[src/tabd_pkg.sv]
// Shared types, constants and register map of the tensor backward-difference unit.
package tabd_pkg;

  localparam int MAX_ROWS_DEF = 32;
  localparam int MAX_COLS_DEF = 32;

  localparam int DATA_W     = 32;
  localparam int INV_W      = 32;
  localparam int FRAC_W     = 16;
  localparam int AXIS_W     = 2;
  localparam int CFG_SIZE_W = 6;
  localparam int APB_ADDR_W = 5;
  localparam int APB_DATA_W = 32;
  localparam int REG_IDX_W  = 3;

  // Register indexes (byte address = 4 * index)
  localparam logic [REG_IDX_W-1:0] REG_AXIS_SELECT   = 3'd0;
  localparam logic [REG_IDX_W-1:0] REG_INV_STEP_PLANE = 3'd1;
  localparam logic [REG_IDX_W-1:0] REG_INV_STEP_ROW  = 3'd2;
  localparam logic [REG_IDX_W-1:0] REG_INV_STEP_COL  = 3'd3;
  localparam logic [REG_IDX_W-1:0] REG_ROWS_IN_USE   = 3'd4;
  localparam logic [REG_IDX_W-1:0] REG_COLS_IN_USE   = 3'd5;

  localparam logic [AXIS_W-1:0]     AXIS_RST = 2'd0;
  localparam logic [INV_W-1:0]      INV_RST  = 32'h0001_0000;
  localparam logic [CFG_SIZE_W-1:0] SIZE_RST = 6'd32;

  typedef enum logic [AXIS_W-1:0] {
    AXIS_PLANE = 2'd0,
    AXIS_ROW   = 2'd1,
    AXIS_COL   = 2'd2
  } axis_t;

  typedef struct packed {
    logic [AXIS_W-1:0]     axis;
    logic [INV_W-1:0]      inv_plane;
    logic [INV_W-1:0]      inv_row;
    logic [INV_W-1:0]      inv_col;
    logic [CFG_SIZE_W-1:0] rows;
    logic [CFG_SIZE_W-1:0] cols;
  } cfg_t;

  // Per-item control handed from the position tracker to the datapath
  typedef struct packed {
    logic             boundary;
    logic [INV_W-1:0] inv;
  } item_ctl_t;

endpackage

[src/tabd_scale.sv]
// Subtract, scale by reciprocal step, truncate and saturate, zero at boundaries; stalls per stage.
module tabd_scale (
  input  logic                        clk,
  input  logic                        rst_n,
  input  logic                        in_valid,
  output logic                        in_ready,
  input  logic [tabd_pkg::DATA_W-1:0] cur,
  input  tabd_pkg::item_ctl_t         ctl,
  input  logic [tabd_pkg::DATA_W-1:0] prev,
  output logic                        out_valid,
  input  logic                        out_ready,
  output logic [tabd_pkg::DATA_W-1:0] derivative,
  output logic                        on_boundary
);

  localparam int DW  = tabd_pkg::DATA_W;
  localparam int IW  = tabd_pkg::INV_W;
  localparam int FW  = tabd_pkg::FRAC_W;
  localparam int MW  = DW + 1;           // difference magnitude
  localparam int LW  = FW + IW;          // low partial product
  localparam int HW  = (MW - FW) + IW;   // high partial product
  localparam int QW  = HW + 1;

  logic            v1_r, v2_r, v3_r, vo_r;
  logic            ld1, ld2, ld3, ldo;

  logic [DW-1:0]   cur1_r;
  logic            bnd1_r;
  logic [IW-1:0]   inv1_r;

  logic [MW-1:0]   diff, mag;
  logic [MW-1:0]   mag2_r;
  logic            neg2_r, bnd2_r;
  logic [IW-1:0]   inv2_r;

  logic [LW-1:0]   p_lo;
  logic [HW-1:0]   p_hi;
  logic [LW-1:0]   plo3_r;
  logic [HW-1:0]   phi3_r;
  logic            neg3_r, bnd3_r;

  logic [QW-1:0]   q;
  logic [DW-1:0]   sat;
  logic [DW-1:0]   deriv_r;
  logic            bndo_r;

  assign ldo      = !vo_r || out_ready;
  assign ld3      = !v3_r || ldo;
  assign ld2      = !v2_r || ld3;
  assign ld1      = !v1_r || ld2;
  assign in_ready = ld1;

  // stage 1: prev arrives from the buffer read register
  assign diff = {cur1_r[DW-1], cur1_r} - {prev[DW-1], prev};
  assign mag  = diff[MW-1] ? (~diff + MW'(1)) : diff;

  // stage 2: two partial products, the high one pre-aligned by the Q16 shift
  assign p_lo = LW'(mag2_r[FW-1:0]) * LW'(inv2_r);
  assign p_hi = HW'(mag2_r[MW-1:FW]) * HW'(inv2_r);

  // stage 3: recombine and saturate
  assign q = QW'(phi3_r) + QW'(plo3_r[LW-1:FW]);

  always_comb begin
    if (bnd3_r) begin
      sat = '0;
    end else if (neg3_r) begin
      if (q >= QW'({1'b1, {(DW-1){1'b0}}})) begin
        sat = {1'b1, {(DW-1){1'b0}}};
      end else begin
        sat = '0 - q[DW-1:0];
      end
    end else if (q > QW'({1'b0, {(DW-1){1'b1}}})) begin
      sat = {1'b0, {(DW-1){1'b1}}};
    end else begin
      sat = q[DW-1:0];
    end
  end

  always_ff @(posedge clk) begin
    if (!rst_n) begin
      v1_r <= 1'b0;
      v2_r <= 1'b0;
      v3_r <= 1'b0;
      vo_r <= 1'b0;
    end else begin
      if (ld1) v1_r <= in_valid;
      if (ld2) v2_r <= v1_r;
      if (ld3) v3_r <= v2_r;
      if (ldo) vo_r <= v3_r;
    end
  end

  always_ff @(posedge clk) begin
    if (ld1) begin
      cur1_r <= cur;
      bnd1_r <= ctl.boundary;
      inv1_r <= ctl.inv;
    end
    if (ld2) begin
      mag2_r <= mag;
      neg2_r <= diff[MW-1];
      bnd2_r <= bnd1_r;
      inv2_r <= inv1_r;
    end
    if (ld3) begin
      plo3_r <= p_lo;
      phi3_r <= p_hi;
      neg3_r <= neg2_r;
      bnd3_r <= bnd2_r;
    end
    if (ldo) begin
      deriv_r <= sat;
      bndo_r  <= bnd3_r;
    end
  end

  assign out_valid   = vo_r;
  assign derivative  = deriv_r;
  assign on_boundary = bndo_r;

endmodule

[config.mk]
export PLATFORM = sky130hd
export DESIGN_NAME = tabd_scale
export DESIGN_NICKNAME = d
export VERILOG_FILES = /design/src/tabd_pkg.sv /design/src/tabd_scale.sv
export SDC_FILE = /design/constraint.sdc
export NUM_CORES = 2
export LEC_CHECK = 0
export ABC_CLOCK_PERIOD_IN_PS = 15000
export BUFFER_PORTS_ARGS = -buffer_cell sky130_fd_sc_hd__buf_2
export CAP_MARGIN = 20
export CORE_MARGIN = 2
export CORE_UTILIZATION = 55
export CTS_BUF_LIST = sky130_fd_sc_hd__clkbuf_4 sky130_fd_sc_hd__clkbuf_8 sky130_fd_sc_hd__clkbuf_16
export CTS_CLUSTER_SIZE = 10
export DETAILED_ROUTE_END_ITERATION = 12
export PLACE_DENSITY = 0.8
export REMOVE_ABC_BUFFERS = 1
export SYNTH_ARGS = -nofsm -noshare
export SYNTH_HDL_FRONTEND = slang
export SYNTH_SLANG_ARGS = --single-unit
[constraint.sdc]
create_clock -name clk -period 15 [get_ports clk]
set_input_delay 0.75 -clock clk [delete_from_list [all_inputs] [get_ports clk]]
set_output_delay 0.75 -clock clk [all_outputs]
set_load 0.005 [all_outputs]
==> run metrics <==
Yosys reg bits 252; Setup crit start kind flip-flop; Via density 5.70; synthesized area 47000 um^2; Seq/Total Area, Yosys 16.0%; Worst slew margin 24.2%; Core Footprint 84900 um^2; Post-Syn Instances 5106; CTS tree built; Initial DRC Count 2530; Synth Flop Type edfxtp_1; period utilization 55.3%; Arr. time, crit path 8610 ps; DR pass1 iterations 6; nature of the critical path endpoint flip-flop; share of post-route cells with drive strength above 1 5.84%; most frequent cells in the layout inv_1, fa_1, nand2_1; status completed; Routed Antenna Nets 0; DRT Wirelength 117000 um; Final nets 6362; fmax 121 MHz; DRC viols 0; Die ar. 87800 um^2; Yosys warning count 0; Starting Density 55.3%; Max-Cap Viols 0; final instance area 49800 um^2; input/output buffers 135; dpl hpwl 87400 um; number of library cell types mapped by synthesis 81; first-pass GRT wire length 195000 um; Slew Viols, Final 0; Setup CP Type flip-flop to flip-flop; Placement Cell Area 48600 um^2; RSZ-0062 raised after global routing false; chip height 296 um; fillers 7194; post_cts resized 0; CTS HTree Levels 2; Tot GR Track Use 28.1%; clock-pin transition on the worst setup and hold timing paths 50 ps; Root Buffer clkbuf_16; CTS Buffer Depth 3; # rows 107; Layout Skew 21.7 ps; I/O pin count 136; Async SR Flop Fraction 0%; antenna violations before repair 2; setup tns final 0 ps; Vias 35602; DR WL/cell 18.7 um; critical path required time 15320 ps; commonest non-fill, non-tap cell in the layout inv_1; largest net degree at the start of global routing 84; final number of setup-violating endpoints 0; CTS buffer count 35; Synth-to-Final Area Change 5.96%; Avg Cell Area, Syn 9.20 um^2; vias in the first global route 38491; worst min-delay path category input port to flip-flop; worst-margin pin slew 1130 ps; Max FO, Critical Path 32; final hold vios 0; Final min period 8290 ps; GRT overflow 0; Die Width 296 um; Post-synth EDFFs 248; clk_lat worst skew 590 ps; Placer Congestion 0.912; CTS Hold Bufs 0; clk sinks 252; post-CTS setup buffer count 0
cell type report:
class,count,area (um^2),share of cell area [%]
inverters,1057,3970,7.97
repair buffers,210,1310,2.62
diodes,1,2.50,0.00503
clock inverters,15,170,0.342
well taps,1144,1430,2.88
flip-flops and latches,252,7530,15.1
clock buffers,41,921,1.85
multi-input cells,3530,34400,69.2
routing by layer:
metal  GRT usage, %  routed length, um
met5              0                 16
met1           34.6              43500
met4           14.1               6500
met2           47.3              56100
met3           5.61              10800
cells in the mapped netlist, types with 16 or more instances:
cell type,count,area [um^2]
a211oi_1,23,173
a21o_1,54,405
a21oi_1,142,711
a31oi_1,24,150
and2_1,434,2720
and3_1,20,125
buf_2,16,80.1
clkbuf_1,247,927
edfxtp_1,248,7450
fa_1,868,17400
ha_1,307,3840
inv_1,1057,3970
mux2i_1,25,250
nand2_1,750,2820
nand2b_1,17,106
nand3_1,47,235
nand4_1,31,194
nor2_1,150,563
nor2b_1,23,144
nor3_1,73,365
o211ai_1,26,195
o21a_1,30,225
o21ai_0,80,400
o21bai_1,21,158
o32ai_1,30,263
xnor2_1,94,823
xor2_1,58,508
flip-flops by register name, summed over array words and instances, names as in the netlist, 32 cells and up:
register and count:
phi3_r 49, cur1_r 32, derivative 32, inv2_r 32
mag2_r 33, plo3_r 32, inv1_r 32
through the flow:
stage	hold slack (ps)	instances	setup WS (ps)	utilization, %
final	340	6250	6710	58.6
after global routing	318	6249	6280	58.6
after CTS	307	6246	6940	58.6
after detailed placement	405	6190	6980	57.3
after global placement	401	6189	7100	57.2
after floorplan	400	4839	8080	-
logic make-up (layout without fill, tap and decap cells):
logic type	after synthesis	count (layout)	synth area share (%)
buf+inv	1324	1323	10.7
fa+ha+maj	1175	1175	45.2
other cells	0	1	0
xor+xnor	152	152	2.83
simple gates	1626	1626	16.8
mux	29	29	0.629
compound gates	548	548	7.83
flops	252	252	16.0
path summary, 6_finish.rpt:
| check | startpoint | to | slack (ps) | cells after the start |
|---|---|---|---|---|
| hold / removal | cur[22] | cur1_r[22] | 340 | 1 |
| setup reg to reg | mag2_r[5] | plo3_r[37] | 6710 | 22 |
| setup / recovery | mag2_r[5] | plo3_r[37] | 6710 | 22 |
| hold reg to reg | inv1_r[5] | inv2_r[5] | 410 | 0 |
critical path, stage by stage (launching register included):
cell	delay, ps
edfxtp_1	1090
and2_1	270
fa_1	420
inv_1	80
fa_1	430
fa_1	520
inv_1	60
fa_1	490
fa_1	490
inv_1	50
fa_1	470
inv_1	40
ha_1	300
nand4_1	130
a211oi_1	270
a221oi_1	210
nor4b_1	710
o21ai_0	430
a211oi_1	550
nor2_1	180
o21ai_0	470
a21oi_1	190
xnor2_1	160
Power is not shown: default switching activity piles up to over one toggle a cycle in this logic, so the estimate is an artifact.
