[src/tabd_pkg.sv]
// Shared types, constants and register map of the tensor backward-difference unit.
package tabd_pkg;

  localparam int MAX_ROWS_DEF = 32;
  localparam int MAX_COLS_DEF = 32;

  localparam int DATA_W     = 32;
  localparam int INV_W      = 32;
  localparam int FRAC_W     = 16;
  localparam int AXIS_W     = 2;
  localparam int CFG_SIZE_W = 6;
  localparam int APB_ADDR_W = 5;
  localparam int APB_DATA_W = 32;
  localparam int REG_IDX_W  = 3;

  // Register indexes (byte address = 4 * index)
  localparam logic [REG_IDX_W-1:0] REG_AXIS_SELECT   = 3'd0;
  localparam logic [REG_IDX_W-1:0] REG_INV_STEP_PLANE = 3'd1;
  localparam logic [REG_IDX_W-1:0] REG_INV_STEP_ROW  = 3'd2;
  localparam logic [REG_IDX_W-1:0] REG_INV_STEP_COL  = 3'd3;
  localparam logic [REG_IDX_W-1:0] REG_ROWS_IN_USE   = 3'd4;
  localparam logic [REG_IDX_W-1:0] REG_COLS_IN_USE   = 3'd5;

  localparam logic [AXIS_W-1:0]     AXIS_RST = 2'd0;
  localparam logic [INV_W-1:0]      INV_RST  = 32'h0001_0000;
  localparam logic [CFG_SIZE_W-1:0] SIZE_RST = 6'd32;

  typedef enum logic [AXIS_W-1:0] {
    AXIS_PLANE = 2'd0,
    AXIS_ROW   = 2'd1,
    AXIS_COL   = 2'd2
  } axis_t;

  typedef struct packed {
    logic [AXIS_W-1:0]     axis;
    logic [INV_W-1:0]      inv_plane;
    logic [INV_W-1:0]      inv_row;
    logic [INV_W-1:0]      inv_col;
    logic [CFG_SIZE_W-1:0] rows;
    logic [CFG_SIZE_W-1:0] cols;
  } cfg_t;

  // Per-item control handed from the position tracker to the datapath
  typedef struct packed {
    logic             boundary;
    logic [INV_W-1:0] inv;
  } item_ctl_t;

endpackage

[src/tabd_seq.sv]
// Raster position tracking and plane-buffer address generation.
module tabd_seq #(
  parameter int MAX_ROWS = tabd_pkg::MAX_ROWS_DEF,
  parameter int MAX_COLS = tabd_pkg::MAX_COLS_DEF,
  parameter int ADDR_W   = 10
) (
  input  logic                  clk,
  input  logic                  rst_n,
  input  logic                  accept,
  input  logic                  tensor_start,
  input  tabd_pkg::cfg_t        cfg,
  output logic [ADDR_W-1:0]     wr_addr,
  output logic [ADDR_W-1:0]     rd_addr,
  output tabd_pkg::item_ctl_t   ctl
);

  localparam int ROW_W  = (MAX_ROWS > 1) ? $clog2(MAX_ROWS) : 1;
  localparam int COL_W  = (MAX_COLS > 1) ? $clog2(MAX_COLS) : 1;
  localparam int MAXD   = (MAX_ROWS > MAX_COLS) ? MAX_ROWS : MAX_COLS;
  localparam int SZ_RAW = $clog2(MAXD + 1);
  localparam int SZ_W   = (SZ_RAW > tabd_pkg::CFG_SIZE_W) ? SZ_RAW : tabd_pkg::CFG_SIZE_W;

  logic [ROW_W-1:0] row_pos_r, row_pos_nxt, r_cur;
  logic [COL_W-1:0] col_pos_r, col_pos_nxt, c_cur;
  logic             past_first_r, past_first_nxt, pfp_cur;
  logic [SZ_W-1:0]  rows_cfg, cols_cfg, rows_eff, cols_eff, row_inc, col_inc;
  logic [ADDR_W-1:0] here;

  // Size registers of zero act as one, oversize clamps to the buffer bound
  assign rows_cfg = SZ_W'(cfg.rows);
  assign cols_cfg = SZ_W'(cfg.cols);
  assign rows_eff = (rows_cfg == '0) ? SZ_W'(1) :
                    (rows_cfg > SZ_W'(MAX_ROWS)) ? SZ_W'(MAX_ROWS) : rows_cfg;
  assign cols_eff = (cols_cfg == '0) ? SZ_W'(1) :
                    (cols_cfg > SZ_W'(MAX_COLS)) ? SZ_W'(MAX_COLS) : cols_cfg;

  assign r_cur   = tensor_start ? '0   : row_pos_r;
  assign c_cur   = tensor_start ? '0   : col_pos_r;
  assign pfp_cur = tensor_start ? 1'b0 : past_first_r;

  assign here    = ADDR_W'(r_cur) * ADDR_W'(MAX_COLS) + ADDR_W'(c_cur);
  assign wr_addr = here;

  always_comb begin
    unique case (cfg.axis)
      tabd_pkg::AXIS_PLANE: begin
        ctl.boundary = !pfp_cur;
        ctl.inv      = cfg.inv_plane;
        rd_addr      = here;
      end
      tabd_pkg::AXIS_ROW: begin
        ctl.boundary = (r_cur == '0);
        ctl.inv      = cfg.inv_row;
        rd_addr      = here - ADDR_W'(MAX_COLS);
      end
      default: begin
        // column axis, also for the unused code
        ctl.boundary = (c_cur == '0);
        ctl.inv      = cfg.inv_col;
        rd_addr      = here - ADDR_W'(1);
      end
    endcase
  end

  assign row_inc = SZ_W'(r_cur) + SZ_W'(1);
  assign col_inc = SZ_W'(c_cur) + SZ_W'(1);

  always_comb begin
    row_pos_nxt    = r_cur;
    col_pos_nxt    = c_cur;
    past_first_nxt = pfp_cur;
    if (col_inc >= cols_eff) begin
      col_pos_nxt = '0;
      if (row_inc >= rows_eff) begin
        row_pos_nxt    = '0;
        past_first_nxt = 1'b1;
      end else begin
        row_pos_nxt = row_inc[ROW_W-1:0];
      end
    end else begin
      col_pos_nxt = col_inc[COL_W-1:0];
    end
  end

  always_ff @(posedge clk) begin
    if (!rst_n) begin
      row_pos_r    <= '0;
      col_pos_r    <= '0;
      past_first_r <= 1'b0;
    end else if (accept) begin
      row_pos_r    <= row_pos_nxt;
      col_pos_r    <= col_pos_nxt;
      past_first_r <= past_first_nxt;
    end
  end

endmodule

[config.mk]
export PLATFORM = sky130hd
export DESIGN_NAME = tabd_seq
export DESIGN_NICKNAME = d
export VERILOG_FILES = /design/src/tabd_pkg.sv /design/src/tabd_seq.sv
export SDC_FILE = /design/constraint.sdc
export NUM_CORES = 1
export LEC_CHECK = 0
export ABC_AREA = 1
export BUFFER_PORTS_ARGS = -buffer_cell sky130_fd_sc_hd__buf_4
export CORE_AREA = 2 2 73 75
export DETAILED_ROUTE_END_ITERATION = 8
export DIE_AREA = 0 0 75 77
export GPL_TIMING_DRIVEN = 0
export PLACE_DENSITY_LB_ADDON = 0.15
export SLEW_MARGIN = 15
export SYNTH_ARGS = -nofsm -noshare
export SYNTH_HDL_FRONTEND = slang
export SYNTH_SLANG_ARGS = --single-unit
[constraint.sdc]
create_clock -name clk -period 2.59 [get_ports clk]
set_input_delay 0.3885 -clock clk [delete_from_list [all_inputs] [get_ports clk]]
set_output_delay 0.3885 -clock clk [all_outputs]
set_load 0.05 [all_outputs]
==> results.sh <==
export IMPL_finalHoldViolCount=0
export IMPL_leakage_nw=1.90
export IMPL_finish_cell_count_without_fillers=587
export IMPL_die_h_um=77
export IMPL_mappedNetlistNets=478
export IMPL_cts_num_sinks=11
export IMPL_floorplan_die_area_um2=5780
export IMPL_status="complete, no violations"
export IMPL_flip_flop_and_latch_count_after_synthesis=11
export IMPL_max_clock_path_buffers=2
export IMPL_cells_after_synthesis=347
export IMPL_syn_mean_instance_area_um2=5.40
export IMPL_placed_cell_area_um2=3240
export IMPL_drt_iter0_drc=112
export IMPL_cp_end_kind="register"
export IMPL_whs_path_depth=3
export IMPL_clk_latency_ps=240
export IMPL_routed_via_count=2839
export IMPL_finished_core_util_pct=66.6
export IMPL_cts_buffers=3
export IMPL_worst_slew_pin_transition_ps=449
export IMPL_min_path_type="in -> reg"
export IMPL_final_min_period_over_clock_period_pct=93.1
export IMPL_fin_area_um2=3310
export IMPL_syn_to_final_growth_pct=76.8
export IMPL_netlist_area_um2=1870
export IMPL_number_of_global_route_vias_before_repair=2770
export IMPL_aggregate_routed_wire_length_mm=7.84
export IMPL_critical_path_max_stage_delay_ps=290
export IMPL_gr_usage_all_layers_pct=26.1
export IMPL_dr_pass1_iters=4
export IMPL_setup_slack_ps=180
export IMPL_cpMostUsedCell="sky130_fd_sc_hd__nor2_1"
export IMPL_ys_warn_count=0
export IMPL_report_final_setup_viol=0
export IMPL_clock_pin_slew_worst_setup_and_hold_paths_ps=50
export IMPL_layout_commonest_cell="sky130_fd_sc_hd__buf_4"
export IMPL_setup_repair_after_global_routing_missed_its_margin="true"
export IMPL_critPathBufInv=5
export IMPL_path_cells="buf_4, inv_4, nand2_4, clkinvlp_4, ha_4, nand3_1, xor2_2, ha_1, nand2_1, inv_1, a21oi_4, nand2_2, inv_2, nor2_1, a21oi_1, nor2_1"
export IMPL_totalNegativeSetupSlack_ps=0
export IMPL_design_core_area_um2=4980
export IMPL_ioPinCount=167
export IMPL_tritoncts="built"
export IMPL_timing_max_cap_violations=0
export IMPL_grt_first_pass_wirelength_mm=12.1
export IMPL_maxSlewViolCount=0
export IMPL_die_width_um=75
export IMPL_layout_common_cells="sky130_fd_sc_hd__buf_4 (166), sky130_fd_sc_hd__nand2_1 (152), sky130_fd_sc_hd__inv_1 (31)"
export IMPL_timing_max_slew_rel_slack_pct=70.1
export IMPL_residual_drc_count=0
export IMPL_rr_worst_depth=14
export IMPL_place_worst_setup_slack_ps=-242
export IMPL_buffer_ports_inserted=166
export IMPL_path_max_fanout=10
export IMPL_power_per_cell_area_nw_per_um2=342
export IMPL_placement_rows=26
export IMPL_worstSetupPathDepth=16
export IMPL_synthDistinctLibCells=26
export IMPL_worst_endpoint_arrival_ps=2540
export IMPL_cts_root_buffer="sky130_fd_sc_hd__clkbuf_8"
export IMPL_antenna_found_initial=0
export IMPL_final_layout_size_suffix_gt1_share_pct=37.5
export IMPL_slowest_cell_on_the_critical_path="sky130_fd_sc_hd__ha_1"
export IMPL_ant_nets=0
export IMPL_synth_edff_count=0
export IMPL_max_freq_ghz=0.415
export IMPL_place_gp_congestion=0.858
export IMPL_placed_cells_incl_taps=583
export IMPL_start_kind="input port"
export IMPL_worstSetupPathType="in -> reg"
export IMPL_htree_num_levels=1
export IMPL_worst_path_dominant_cell_family="buffers and inverters"
export IMPL_ys_async_sr_fraction_pct=0
export IMPL_grt_max_degree=11
export IMPL_grt_overflow_total=0
export IMPL_max_vdd_ir_drop_v=0.000182
export IMPL_fin_skew_ps=2.80
export IMPL_final_period_minus_worst_setup_slack_ps=2410
export IMPL_worst_endpoint_required_ps=2720
export IMPL_post_cts_setup_buffer_count=0
export IMPL_yosys_most_used_dff="sky130_fd_sc_hd__dfxtp_1"
export IMPL_yosysSeqAreaShare_pct=11.7
export IMPL_floorplan_initialDensity_pct=37.7
export IMPL_place_hpwl_mm=6.59
export IMPL_final_routed_wire_length_divided_by_cell_count_um=13.4
export IMPL_antenna_diode_count=0
export IMPL_design_final_nets=649
export IMPL_vias_per_cell=4.84
## per-layer routing
metal / vias to the layer above / part of all wire [%] / global-route usage (%)
li1: 1454 / - / -
met1: 1224 / 39 / 30.8
met2: 133 / 48 / 44.0
met3: 28 / 9.8 / 7.62
met4: 0 / 3.0 / 8.57
met5: - / 0 / 0
## final timing paths
kind	start	endpoint	slack [ps]
setup / recovery	tensor_start	row_pos_r[1]	180
hold / removal	rst_n	col_pos_r[2]	440
setup reg to reg	col_pos_r[0]	row_pos_r[1]	210
hold reg to reg	row_pos_r[2]	row_pos_r[2]	490
## cells in the mapped netlist (2+ instances only)
library cell               number  area share, %
sky130_fd_sc_hd__nand2_1      155             31
sky130_fd_sc_hd__inv_1         35            7.0
sky130_fd_sc_hd__nand3_1       29            7.7
sky130_fd_sc_hd__ha_1          17             11
sky130_fd_sc_hd__nor2_1        17            3.4
sky130_fd_sc_hd__a22oi_1       15            6.0
sky130_fd_sc_hd__o21ai_0       15            4.0
sky130_fd_sc_hd__xor2_1        12            5.6
sky130_fd_sc_hd__dfxtp_1       11             12
sky130_fd_sc_hd__a21oi_1       10            2.7
sky130_fd_sc_hd__clkbuf_1       6            1.2
sky130_fd_sc_hd__buf_2          5            1.3
sky130_fd_sc_hd__nand4_1        3            1.0
sky130_fd_sc_hd__nor3_1         3           0.80
sky130_fd_sc_hd__inv_2          2           0.40
sky130_fd_sc_hd__nand2_2        2           0.67
## power by group
group	switching [W]	total, W	internal (W)
Combinational	0.000485	0.000770	0.000285
Sequential	0.00000868	0.000187	0.000179
Clock	0.0000684	0.000177	0.000108
Total	0.000562	0.00113	0.000572
## cells by family (layout without fill, tap and decap cells)
kind of cell / after synthesis / count (layout) / share of synthesized area, %
simple gates: 214 / 214 / 46.8
compound gates: 44 / 44 / 14.4
xor+xnor: 12 / 12 / 5.61
flops: 11 / 11 / 11.7
buf+inv: 49 / 219 / 10.1
fa+ha+maj: 17 / 17 / 11.3
## worst register-to-register path, delay by kind of cell, from the launching register on
family,cells,cell delay (ps)
AND/OR/NAND/NOR,6,570
buffers and inverters,3,340
flip-flops,1,400
adder cells (fa/ha/maj),2,430
XOR/XNOR,1,180
AO/OA/AOI/OAI,2,350
## sequential cells by signal, indices dropped and copies added (netlist names)
| signal | flops |
|---|---|
| col_pos_r | 5 |
| row_pos_r | 5 |
| past_first_r | 1 |
## area by class of cell
| cell class | count | area, um^2 |
|---|---|---|
| sequential | 11 | 220 |
| fill | 491 | 1660 |
| multi-input combinational | 287 | 1510 |
| timing repair buffer | 166 | 1250 |
| tap | 70 | 87.6 |
| clock buffer | 4 | 45.0 |
| buffer | 12 | 51.3 |
| inverter | 37 | 153 |
## per-stage QoR
step           hold slack (ps)  total power [W]
2_1_floorplan              456         0.000650
3_3_place_gp               483         0.000945
3_5_place_dp               485         0.000954
4_1_cts                    444          0.00113
5_1_grt                    452          0.00121
6_report                   444          0.00113
## repair_timing
item | in CTS | in global routing
cloned | 0 | 0
hold buffers | 0 | 0
resized for setup | 1 | 7
endpoints found under the setup margin | 2 | 11
pin swaps | 0 | 0
(Power assumes the default switching activity.)
