`src/tabd_pkg.sv`:
```
// Shared types, constants and register map of the tensor backward-difference unit.
package tabd_pkg;

  localparam int MAX_ROWS_DEF = 32;
  localparam int MAX_COLS_DEF = 32;

  localparam int DATA_W     = 32;
  localparam int INV_W      = 32;
  localparam int FRAC_W     = 16;
  localparam int AXIS_W     = 2;
  localparam int CFG_SIZE_W = 6;
  localparam int APB_ADDR_W = 5;
  localparam int APB_DATA_W = 32;
  localparam int REG_IDX_W  = 3;

  // Register indexes (byte address = 4 * index)
  localparam logic [REG_IDX_W-1:0] REG_AXIS_SELECT   = 3'd0;
  localparam logic [REG_IDX_W-1:0] REG_INV_STEP_PLANE = 3'd1;
  localparam logic [REG_IDX_W-1:0] REG_INV_STEP_ROW  = 3'd2;
  localparam logic [REG_IDX_W-1:0] REG_INV_STEP_COL  = 3'd3;
  localparam logic [REG_IDX_W-1:0] REG_ROWS_IN_USE   = 3'd4;
  localparam logic [REG_IDX_W-1:0] REG_COLS_IN_USE   = 3'd5;

  localparam logic [AXIS_W-1:0]     AXIS_RST = 2'd0;
  localparam logic [INV_W-1:0]      INV_RST  = 32'h0001_0000;
  localparam logic [CFG_SIZE_W-1:0] SIZE_RST = 6'd32;

  typedef enum logic [AXIS_W-1:0] {
    AXIS_PLANE = 2'd0,
    AXIS_ROW   = 2'd1,
    AXIS_COL   = 2'd2
  } axis_t;

  typedef struct packed {
    logic [AXIS_W-1:0]     axis;
    logic [INV_W-1:0]      inv_plane;
    logic [INV_W-1:0]      inv_row;
    logic [INV_W-1:0]      inv_col;
    logic [CFG_SIZE_W-1:0] rows;
    logic [CFG_SIZE_W-1:0] cols;
  } cfg_t;

  // Per-item control handed from the position tracker to the datapath
  typedef struct packed {
    logic             boundary;
    logic [INV_W-1:0] inv;
  } item_ctl_t;

endpackage

```
`src/tabd_cfg.sv`:
```
// APB-style configuration registers.
module tabd_cfg (
  input  logic                             clk,
  input  logic                             rst_n,
  input  logic                             psel,
  input  logic                             penable,
  input  logic                             pwrite,
  input  logic [tabd_pkg::APB_ADDR_W-1:0]  paddr,
  input  logic [tabd_pkg::APB_DATA_W-1:0]  pwdata,
  output logic [tabd_pkg::APB_DATA_W-1:0]  prdata,
  output logic                             pready,
  output tabd_pkg::cfg_t                   cfg
);

  tabd_pkg::cfg_t                  cfg_r;
  logic                            wr_en;
  logic [tabd_pkg::REG_IDX_W-1:0]  idx;

  assign pready = 1'b1;
  assign wr_en  = psel & penable & pwrite;
  assign idx    = paddr[tabd_pkg::APB_ADDR_W-1:2];
  assign cfg    = cfg_r;

  always_ff @(posedge clk) begin
    if (!rst_n) begin
      cfg_r.axis      <= tabd_pkg::AXIS_RST;
      cfg_r.inv_plane <= tabd_pkg::INV_RST;
      cfg_r.inv_row   <= tabd_pkg::INV_RST;
      cfg_r.inv_col   <= tabd_pkg::INV_RST;
      cfg_r.rows      <= tabd_pkg::SIZE_RST;
      cfg_r.cols      <= tabd_pkg::SIZE_RST;
    end else if (wr_en) begin
      unique case (idx)
        tabd_pkg::REG_AXIS_SELECT:    cfg_r.axis      <= pwdata[tabd_pkg::AXIS_W-1:0];
        tabd_pkg::REG_INV_STEP_PLANE: cfg_r.inv_plane <= pwdata[tabd_pkg::INV_W-1:0];
        tabd_pkg::REG_INV_STEP_ROW:   cfg_r.inv_row   <= pwdata[tabd_pkg::INV_W-1:0];
        tabd_pkg::REG_INV_STEP_COL:   cfg_r.inv_col   <= pwdata[tabd_pkg::INV_W-1:0];
        tabd_pkg::REG_ROWS_IN_USE:    cfg_r.rows      <= pwdata[tabd_pkg::CFG_SIZE_W-1:0];
        tabd_pkg::REG_COLS_IN_USE:    cfg_r.cols      <= pwdata[tabd_pkg::CFG_SIZE_W-1:0];
        default: ;
      endcase
    end
  end

  always_comb begin
    unique case (idx)
      tabd_pkg::REG_AXIS_SELECT:    prdata = tabd_pkg::APB_DATA_W'(cfg_r.axis);
      tabd_pkg::REG_INV_STEP_PLANE: prdata = tabd_pkg::APB_DATA_W'(cfg_r.inv_plane);
      tabd_pkg::REG_INV_STEP_ROW:   prdata = tabd_pkg::APB_DATA_W'(cfg_r.inv_row);
      tabd_pkg::REG_INV_STEP_COL:   prdata = tabd_pkg::APB_DATA_W'(cfg_r.inv_col);
      tabd_pkg::REG_ROWS_IN_USE:    prdata = tabd_pkg::APB_DATA_W'(cfg_r.rows);
      tabd_pkg::REG_COLS_IN_USE:    prdata = tabd_pkg::APB_DATA_W'(cfg_r.cols);
      default:                      prdata = '0;
    endcase
  end

endmodule

```
`config.mk`:
```
export PLATFORM = sky130hd
export DESIGN_NAME = tabd_cfg
export DESIGN_NICKNAME = d
export VERILOG_FILES = /design/src/tabd_pkg.sv /design/src/tabd_cfg.sv
export SDC_FILE = /design/constraint.sdc
export NUM_CORES = 1
export LEC_CHECK = 0
export ABC_AREA = 0
export BUFFER_PORTS_ARGS = -buffer_cell sky130_fd_sc_hd__buf_2
export CAP_MARGIN = 30
export CORE_AREA = 2 2 139 114
export DETAILED_ROUTE_END_ITERATION = 8
export DIE_AREA = 0 0 141 116
export PLACE_DENSITY = 0.65
export SYNTH_ARGS = -nofsm -noshare
export SYNTH_HDL_FRONTEND = slang
export SYNTH_SLANG_ARGS = --single-unit
```
`constraint.sdc`:
```
create_clock -name clk -period 2.26 [get_ports clk]
set_input_delay 0.339 -clock clk [delete_from_list [all_inputs] [get_ports clk]]
set_output_delay 0.339 -clock clk [all_outputs]
set_load 0.01 [all_outputs]
```
==> impl_metrics.py, run 1 <==
metrics = {
    "clock_network": {
        "clk_path_buf_depth": 2,
        "cts_tree": "yes",
        "path_clk_slew_ns": 0.07,
        "clkSinkCount": 110,
        "cts_buffers": 9,
        "postCtsSetupBuffers": 0,
        "clkLatencyLatePin_ns": 0.34,
        "holdBufCountCts": 0,
        "htree_levels": 3,
        "root_buffer": "clkbuf_16",
        "cts_resized": 0,
    },
    "grt": {
        "grt_pass1_wl_um": 22100,
        "overflow": 0,
        "grt_antenna_before_repair": 0,
        "grt_util_all_layers_pct": 17.2,
        "grt_pass1_vias": 4054,
        "grt_max_degree": 83,
    },
    "timing": {
        "fin_crit_ns": 1.98,
        "fin_setup_tns_ns": 0,
        "skew_ns": 0,
        "hold_viol": 0,
        "rsz0062_at_grt": "false",
        "finalSetupViolations": 0,
        "fin_crit_sh_pct": 87.4,
        "drv_slew": 0,
        "fmax_mhz": 506,
        "worst_pin_slew_ns": 0.504,
        "setup_slack_ns": 0.284,
        "max_slew_margin_pct": 66.3,
    },
    "placed_design": {
        "postPlaceCellArea_um2": 6190,
        "portBuffers": 181,
        "post-place-ws_ns": 0.302,
        "dp_hpwl_um": 9910,
        "gp_congestion": 0.765,
    },
    "detailed_routing": {
        "routed_via_density": 4.86,
        "postRouteAntennaNets": 0,
        "routed_wl_um": 14200,
        "vias": 4332,
        "route.detailed.drc": 0,
        "routedWlPerCell_um": 16.0,
        "drt_first_pass_iters": 4,
        "drt-initial-drc-count": 222,
    },
    "synthesis": {
        "synth_edf_count": 0,
        "synth_cells": 531,
        "synth.area.top_cells": "dfxtp_1 (43%), mux2i_1 (22%), nand2_1 (9.9%)",
        "synth_top_area_cell": "dfxtp_1",
        "ys_warn_count": 0,
        "synth_top_area_share_pct": 42.5,
        "synthArstFlopShare_pct": 0,
        "yosysUniqueCellTypes": 32,
        "synth-seq-cells": 110,
        "syn-num-nets": 573,
        "synth.avg_cell_area_um2": 9.75,
        "ys_seq_area_share_pct": 42.5,
        "synth_flop_cell": "dfxtp_1",
        "synth_area_um2": 5180,
    },
    "floorplanning": {
        "start_util_pct": 34.8,
        "core_um2": 14900,
        "die_h_um": 116,
        "io_pins": 185,
        "row_count": 40,
        "dieArea_um2": 16400,
        "die_w_um": 141,
    },
    "critical_path": {
        "worstPathArrival_ns": 1.64,
        "cp_num_buf_inv": 1,
        "crit_fanout": 3,
        "crit_start": "cfg[4]$_SDFFE_PN0P_",
        "crit_family": "compound AO/OA/AOI/OAI gates",
        "r2r-start": "cfg[63]$_SDFFE_PN0P_",
        "cp_slowest_stage_delay_ns": 0.43,
        "cpMaxStageDelayCell": "a221oi_1",
        "critPathLaunchType": "flip-flop",
        "end_kind": "output pin",
        "crit_chain": "mux2_1 -> a221oi_1 -> nor2_1 -> buf_2",
        "path_class": "flip-flop to output pin",
        "cp.required_ns": 1.92,
    },
    "cells_and_area": {
        "seqCellArea_um2": 2200,
        "drive_gt1_share_pct": 36.5,
        "fin_area_um2": 6520,
        "multiInputGateArea_um2": 2640,
        "nets": 739,
        "area_growth_pct": 25.9,
        "fin_util_pct": 43.9,
        "diodes": 0,
        "fill_cells": 1466,
        "largest_reg_flops": 110,
    },
    "pwr": {
        "cellPowerDensity_nw_per_um2": 615,
        "ir_worst_vdd_mv": 0.309,
        "power_leakage_nw": 3.14,
        "design_power_total_mw": 4.01,
    },
    "min_path": {
        "hold_class": "input pin to flip-flop",
        "hp-start": "pwdata[16]",
    },
    "status": {
        "outcome": "completed",
    },
    "job": {
        "drv_cap": 0,
    },
}
-- cells in the mapped netlist (all sizes together) (2+ instances only) --
library cell,n
mux2,34
a221oi,6
nor2,30
mux2i,113
clkbuf,16
a21oi,2
a22oi,28
or3,2
nand3,2
dfxtp,110
inv,2
o21a,4
buf,29
nor2b,8
nand2,136
-- placed cells by master (no fill, tap or decap), types with 2 or more instances in the layout --
master	synthesis	layout
mux2_2	31	31
a221oi_1	6	6
nor2_1	30	30
a21oi_1	2	2
inv_6	0	3
or3_1	2	2
dfxtp_1	110	110
a22oi_1	28	28
nand2_1	136	136
clkbuf_16	0	9
nor2b_1	7	7
buf_2	13	180
o21a_1	4	4
mux2i_1	113	113
buf_4	2	16
buf_12	4	4
bufinv_16	0	2
mux2_1	3	3
-- final timing paths --
kind | to | slack [ns] | cells past startpoint
setup / recovery | prdata[4] | 0.28 | 4
hold / removal | cfg[92]$_SDFFE_PN1P_ | 0.27 | 3
setup reg to reg | cfg[63]$_SDFFE_PN0P_ | 1.60 | 2
hold reg to reg | cfg[53]$_SDFFE_PN0P_ | 0.47 | 2
-- power breakdown --
group / switching [mW] / leakage [nW] / internal, mW
Clock: 0.751 / 0.163 / 0.991
Sequential: 0.0110 / 0.887 / 1.95
Combinational: 0.194 / 2.09 / 0.113
-- tightest hold or removal path, stage by stage --
cell,delay [ns]
buf_2,0.09
nand3_1,0.07
o211ai_2,0.07
-- through the flow --
stage	hold WS [ns]	std cells
after floorplan	0.487	531
after global placement	0.456	875
after detailed placement	0.461	875
after CTS	0.252	891
after global routing	0.281	891
final	0.266	891
-- final cells by class --
| class | instances | area share, % |
|---|---|---|
| tap | 189 | 3.63 |
| clock buffer | 9 | 3.45 |
| clock inverter | 7 | 1.57 |
| timing repair buffer | 200 | 16.9 |
| sequential | 110 | 33.8 |
| inverter | 2 | 0.115 |
| multi-input combinational | 374 | 40.6 |
-- logic make-up (layout without fill, tap and decap cells) --
| kind of cell | count (synthesis) | count (layout) | share of synthesized area, % |
|---|---|---|---|
| and+or+nand+nor | 185 | 185 | 15.7 |
| muxes | 147 | 147 | 29.2 |
| DFF | 110 | 110 | 42.5 |
| buffers and inverters | 47 | 218 | 6.43 |
| AOI/OAI and AO/OA | 41 | 41 | 6.09 |
| other | 1 | 1 | 0.0724 |
-- metal layers --
layer | wire [um] | share of wire [%] | vias to the layer above | global-route usage, %
li1 | - | - | 2150 | -
met1 | 7130 | 50 | 2041 | 24.0
met2 | 6170 | 43 | 132 | 27.0
met3 | 827 | 5.8 | 9 | 4.67
met4 | 108 | 0.76 | 0 | 3.60
met5 | 0 | 0 | - | 0
Power figures use the tool's default switching activity.
==> run 2: changes to the inputs <==
--- a/config.mk
+++ b/config.mk
@@ -8,10 +8,12 @@
 export ABC_AREA = 0
 export BUFFER_PORTS_ARGS = -buffer_cell sky130_fd_sc_hd__buf_2
 export CAP_MARGIN = 30
-export CORE_AREA = 2 2 139 114
+export CELL_PAD_IN_SITES_DETAIL_PLACEMENT = 1
+export CELL_PAD_IN_SITES_GLOBAL_PLACEMENT = 2
+export CORE_AREA = 2 2 146 119
 export DETAILED_ROUTE_END_ITERATION = 8
-export DIE_AREA = 0 0 141 116
-export PLACE_DENSITY = 0.65
+export DIE_AREA = 0 0 148 121
+export PLACE_DENSITY = 0.91
 export SYNTH_ARGS = -nofsm -noshare
 export SYNTH_HDL_FRONTEND = slang
 export SYNTH_SLANG_ARGS = --single-unit
==> run 2 against run 1 <==
Cell area rose by 0.27%. Sequential share of layout area fell by 0.091 points. Clock power fell by 5%. Cell count rose by 3.1%. Sequential cell count did not move. Routed wire length rose by 15%. Total power fell by 1.9%. Clock-buffer cell count rose by 3. Via count rose by 2.4%. Critical endpoint is now prdata[3]. Highest routed layer unchanged.
==> impl_metrics.py, run 2 (same netlist as run 1, synthesis figures left out) <==
metrics = {
    "clock_network": {
        "root_buffer": "clkbuf_16",
        "cts_buffers": 9,
        "clkLatencyLatePin_ns": 0.35,
        "cts_tree": "yes",
        "clkSinkCount": 110,
        "path_clk_slew_ns": 0.07,
        "cts_resized": 0,
        "postCtsSetupBuffers": 0,
        "holdBufCountCts": 0,
        "clk_path_buf_depth": 2,
        "htree_levels": 3,
    },
    "detailed_routing": {
        "routed_via_density": 4.83,
        "routed_wl_um": 16400,
        "vias": 4438,
        "route.detailed.drc": 0,
        "drt-initial-drc-count": 153,
        "drt_first_pass_iters": 6,
        "postRouteAntennaNets": 0,
        "routedWlPerCell_um": 17.9,
    },
    "timing": {
        "fin_setup_tns_ns": 0,
        "skew_ns": 0,
        "rsz0062_at_grt": "false",
        "fin_crit_sh_pct": 87.0,
        "fmax_mhz": 509,
        "worst_pin_slew_ns": 0.530,
        "drv_slew": 0,
        "fin_crit_ns": 1.97,
        "finalSetupViolations": 0,
        "max_slew_margin_pct": 64.6,
        "setup_slack_ns": 0.295,
        "hold_viol": 0,
    },
    "critical_path": {
        "cp_slowest_stage_delay_ns": 0.43,
        "critPathLaunchType": "input pin",
        "rrSetupSlack_ns": 1.53,
        "crit_start": "paddr[4]",
        "crit_fanout": 21,
        "cp_num_buf_inv": 2,
        "worstPathArrival_ns": 1.63,
        "crit_family": "buffers and inverters",
        "cpMaxStageDelayCell": "a221oi_1",
        "rr_worst_depth": 2,
        "end_kind": "output pin",
        "cp.required_ns": 1.92,
        "crit_top_cell": "buf_2",
        "r2r_end": "cfg[34]$_SDFFE_PN0P_",
        "crit_end": "prdata[3]",
        "r2r-start": "cfg[34]$_SDFFE_PN0P_",
        "crit_cells": 5,
        "path_class": "input pin to output pin",
        "crit_chain": "buf_2 -> nor2b_1 -> a221oi_1 -> nor2_1 -> buf_2",
    },
    "cells_and_area": {
        "largest_reg_flops": 110,
        "fin_area_um2": 6540,
        "fill_cells": 1934,
        "nets": 737,
        "diodes": 0,
        "fin_util_pct": 39.9,
        "layout.cells.most_common_list": "buf_2 (180), nand2_1 (136), mux2i_1 (113)",
        "drive_gt1_share_pct": 36.2,
        "final_cells": 919,
        "area_growth_pct": 26.2,
        "mostFrequentLayoutCell": "buf_2",
    },
    "grt": {
        "grt_pass1_wl_um": 25500,
        "grt_pass1_vias": 4697,
        "grt_antenna_before_repair": 0,
        "grt_util_all_layers_pct": 18.2,
        "overflow": 0,
        "grt_max_degree": 80,
    },
    "placed_design": {
        "gp_congestion": 0.793,
        "dp_hpwl_um": 11700,
        "placed_cells": 904,
        "postPlaceCellArea_um2": 6230,
        "portBuffers": 181,
        "post-place-ws_ns": 0.292,
    },
    "job": {
        "drv_cap": 0,
    },
    "pwr": {
        "power_leakage_nw": 3.12,
        "ir_worst_vdd_mv": 0.336,
        "cellPowerDensity_nw_per_um2": 602,
    },
    "floorplanning": {
        "core_um2": 16400,
        "row_count": 42,
        "die_w_um": 148,
        "start_util_pct": 31.6,
        "dieArea_um2": 17900,
        "die_h_um": 121,
        "io_pins": 185,
    },
    "min_path": {
        "holdPathStages": 3,
        "hold_class": "input pin to flip-flop",
    },
    "status": {
        "outcome": "completed",
    },
}
-- run 2: changes by cell type in the layout (fill, tap and decap cells not counted), sizes merged --
cell / previous run / this run
inv: 6 / 2
clkbuf: 9 / 12
clkinvlp: 0 / 1
buf: 200 / 198
bufinv: 2 / 1
-- run 2: worst min path at each step --
stage                     slack, ns                  from              endpoint
final                          0.27            pwdata[16]  cfg[92]$_SDFFE_PN1P_
after global routing           0.28            pwdata[16]  cfg[92]$_SDFFE_PN1P_
after CTS                      0.27            pwdata[16]  cfg[60]$_SDFFE_PN1P_
after detailed placement       0.46  cfg[32]$_SDFFE_PN0P_  cfg[32]$_SDFFE_PN0P_
after global placement         0.45  cfg[65]$_SDFFE_PN0P_  cfg[65]$_SDFFE_PN0P_
after floorplan                0.49  cfg[76]$_SDFFE_PN0P_  cfg[76]$_SDFFE_PN0P_
-- run 2: through the flow --
step           hold WS, ns  power [mW]
2_1_floorplan        0.487        2.20
3_3_place_gp         0.452        2.31
3_5_place_dp         0.465        2.32
4_1_cts              0.270        4.00
5_1_grt              0.280        4.09
6_report             0.273        3.93
-- run 2: power by group --
group / leakage (nW) / internal, mW / switching [mW]
Sequential: 0.887 / 1.95 / 0.0113
Combinational: 2.08 / 0.113 / 0.199
Clock: 0.151 / 0.943 / 0.716
Total: 3.12 / 3.01 / 0.926
-- run 2: final cells by class --
type / count / area, um2 / share of cell area (%)
Multi-Input combinational cell: 374 / 2640 / 40.4
Clock inverter: 3 / 42.5 / 0.651
Tap cell: 220 / 275 / 4.21
Inverter: 2 / 7.51 / 0.115
Sequential cell: 110 / 2200 / 33.7
Timing Repair Buffer: 198 / 1100 / 16.8
Clock buffer: 12 / 267 / 4.08
-- run 2: routing by layer --
layer	global-route usage [%]	routed length (um)
met3	5.64	1030
met4	4.17	131
met5	0	0
met2	32.7	8100
met1	21.3	7170
-- run 2: worst reg2reg max path: cells and delay by family, from the launching register on --
| family | cells | cell delay [ns] |
|---|---|---|
| flops | 1 | 0.39 |
| mux | 1 | 0.18 |
| simple gates | 1 | 0.08 |
==> run 3: changes to the inputs <==
--- a/config.mk
+++ b/config.mk
@@ -6,6 +6,7 @@
 export NUM_CORES = 1
 export LEC_CHECK = 0
 export ABC_AREA = 0
+export ABC_CLOCK_PERIOD_IN_PS = 2300
 export BUFFER_PORTS_ARGS = -buffer_cell sky130_fd_sc_hd__buf_2
 export CAP_MARGIN = 30
 export CELL_PAD_IN_SITES_DETAIL_PLACEMENT = 1
==> constraint.sdc (replaced) <==
create_clock -name clk -period 2.3 [get_ports clk]
set_input_delay 0.345 -clock clk [delete_from_list [all_inputs] [get_ports clk]]
set_output_delay 0.345 -clock clk [all_outputs]
set_load 0.01 [all_outputs]
==> run 3 against run 2 <==
Combinational power is essentially flat. Clock-buffer cell count unchanged. Clock skew did not move. Critical path type unchanged. Largest cell class unchanged. Highest routed layer unchanged.
==> impl_metrics.py, run 3 (same netlist as run 1, synthesis figures left out) <==
metrics = {
    "cells_and_area": {
        "fin_util_pct": 39.7,
        "area_growth_pct": 25.8,
        "fin_area_um2": 6520,
        "layout.cells.most_common_list": "buf_2 (180), nand2_1 (136), mux2i_1 (113)",
        "largest_reg_flops": 110,
        "nets": 738,
        "drive_gt1_share_pct": 36.0,
        "diodes": 0,
        "mostFrequentLayoutCell": "buf_2",
    },
    "timing": {
        "fin_crit_ns": 1.98,
        "rsz0062_at_grt": "false",
        "max_slew_margin_pct": 57.3,
        "worst_pin_slew_ns": 0.640,
        "fin_setup_tns_ns": 0,
        "fmax_mhz": 506,
        "drv_slew": 0,
        "setup_slack_ns": 0.322,
        "skew_ns": 0,
        "fin_crit_sh_pct": 86.0,
        "hold_viol": 0,
        "finalSetupViolations": 0,
    },
    "clock_network": {
        "holdBufCountCts": 0,
        "root_buffer": "clkbuf_16",
        "path_clk_slew_ns": 0.07,
        "clkLatencyLatePin_ns": 0.35,
        "clk_path_buf_depth": 2,
        "clkSinkCount": 110,
        "cts_buffers": 9,
        "cts_tree": "yes",
        "postCtsSetupBuffers": 0,
        "htree_levels": 3,
        "cts_resized": 0,
    },
    "pwr": {
        "power_leakage_nw": 3.11,
        "ir_worst_vdd_mv": 0.311,
        "cellPowerDensity_nw_per_um2": 567,
    },
    "detailed_routing": {
        "route.detailed.drc": 0,
        "drt-initial-drc-count": 157,
        "drt_first_pass_iters": 6,
        "postRouteAntennaNets": 0,
        "routed_wl_um": 16500,
        "routed_via_density": 4.86,
        "routedWlPerCell_um": 17.9,
        "vias": 4470,
    },
    "grt": {
        "overflow": 0,
        "grt_util_all_layers_pct": 18.3,
        "grt_max_degree": 59,
        "grt_pass1_wl_um": 25700,
        "grt_pass1_vias": 4660,
        "grt_antenna_before_repair": 0,
    },
    "floorplanning": {
        "io_pins": 185,
        "start_util_pct": 31.6,
        "dieArea_um2": 17900,
        "row_count": 42,
        "die_h_um": 121,
        "core_um2": 16400,
        "die_w_um": 148,
    },
    "status": {
        "outcome": "completed",
    },
    "placed_design": {
        "gp_congestion": 0.781,
        "dp_hpwl_um": 12000,
        "postPlaceCellArea_um2": 6250,
        "portBuffers": 181,
        "post-place-ws_ns": 0.295,
    },
    "critical_path": {
        "critPathLaunchType": "input pin",
        "crit_fanout": 21,
        "cp.required_ns": 1.96,
        "path_class": "input pin to output pin",
        "worstPathArrival_ns": 1.63,
        "end_kind": "output pin",
    },
    "job": {
        "drv_cap": 0,
    },
    "min_path": {
        "hold_class": "input pin to flip-flop",
    },
}
-- run 3: cell count changes in the layout (fill, tap and decap cells not counted) --
| cell | before | now |
|---|---|---|
| buf_12 | 5 | 6 |
| clkbuf_8 | 3 | 1 |
| clkinv_4 | 0 | 1 |
| clkbuf_1 | 0 | 2 |
| bufinv_16 | 1 | 0 |
-- run 3: stage by stage --
step / cells / hold slack [ns] / power (mW)
2_1_floorplan: 531 / 0.487 / 2.16
3_3_place_gp: 905 / 0.452 / 2.27
3_5_place_dp: 905 / 0.464 / 2.29
4_1_cts: 920 / 0.266 / 3.75
5_1_grt: 920 / 0.272 / 3.85
6_report: 920 / 0.274 / 3.70
-- run 3: per-layer routing --
layer	GRT usage (%)	vias up	share of wire, %
li1	-	2139	-
met1	21.9	2191	43
met2	32.2	122	49
met3	5.56	18	6.2
met4	4.76	0	1.4
met5	0	-	0
-- run 3: report_power, final --
part	internal [mW]	switching [mW]	leakage, nW
registers	1.92	0.0114	0.887
clock network	0.760	0.697	0.129
logic	0.114	0.196	2.10
-- run 3: worst paths after layout --
| kind | endpoint | start | slack, ns | depth (start not counted) |
|---|---|---|---|---|
| max | prdata[1] | paddr[4] | 0.32 | 5 |
| min | cfg[92]$_SDFFE_PN1P_ | pwdata[16] | 0.27 | 3 |
| max reg2reg | cfg[70]$_SDFFE_PN0P_ | cfg[70]$_SDFFE_PN0P_ | 1.61 | 2 |
| min reg2reg | cfg[67]$_SDFFE_PN0P_ | cfg[67]$_SDFFE_PN0P_ | 0.47 | 2 |
-- run 3: area by class of cell --
cell class,instances,area [um2]
Sequential cell,110,2200
Fill cell,1945,9880
Multi-Input combinational cell,374,2640
Clock inverter,3,21.3
Clock buffer,12,246
Tap cell,220,275
Inverter,2,7.51
Timing Repair Buffer,199,1120
-- run 3: worst max-delay path, stage by stage --
cell,delay [ns]
buf_2,0.43
mux2_2,0.40
a221oi_1,0.25
a21oi_1,0.06
buf_2,0.14
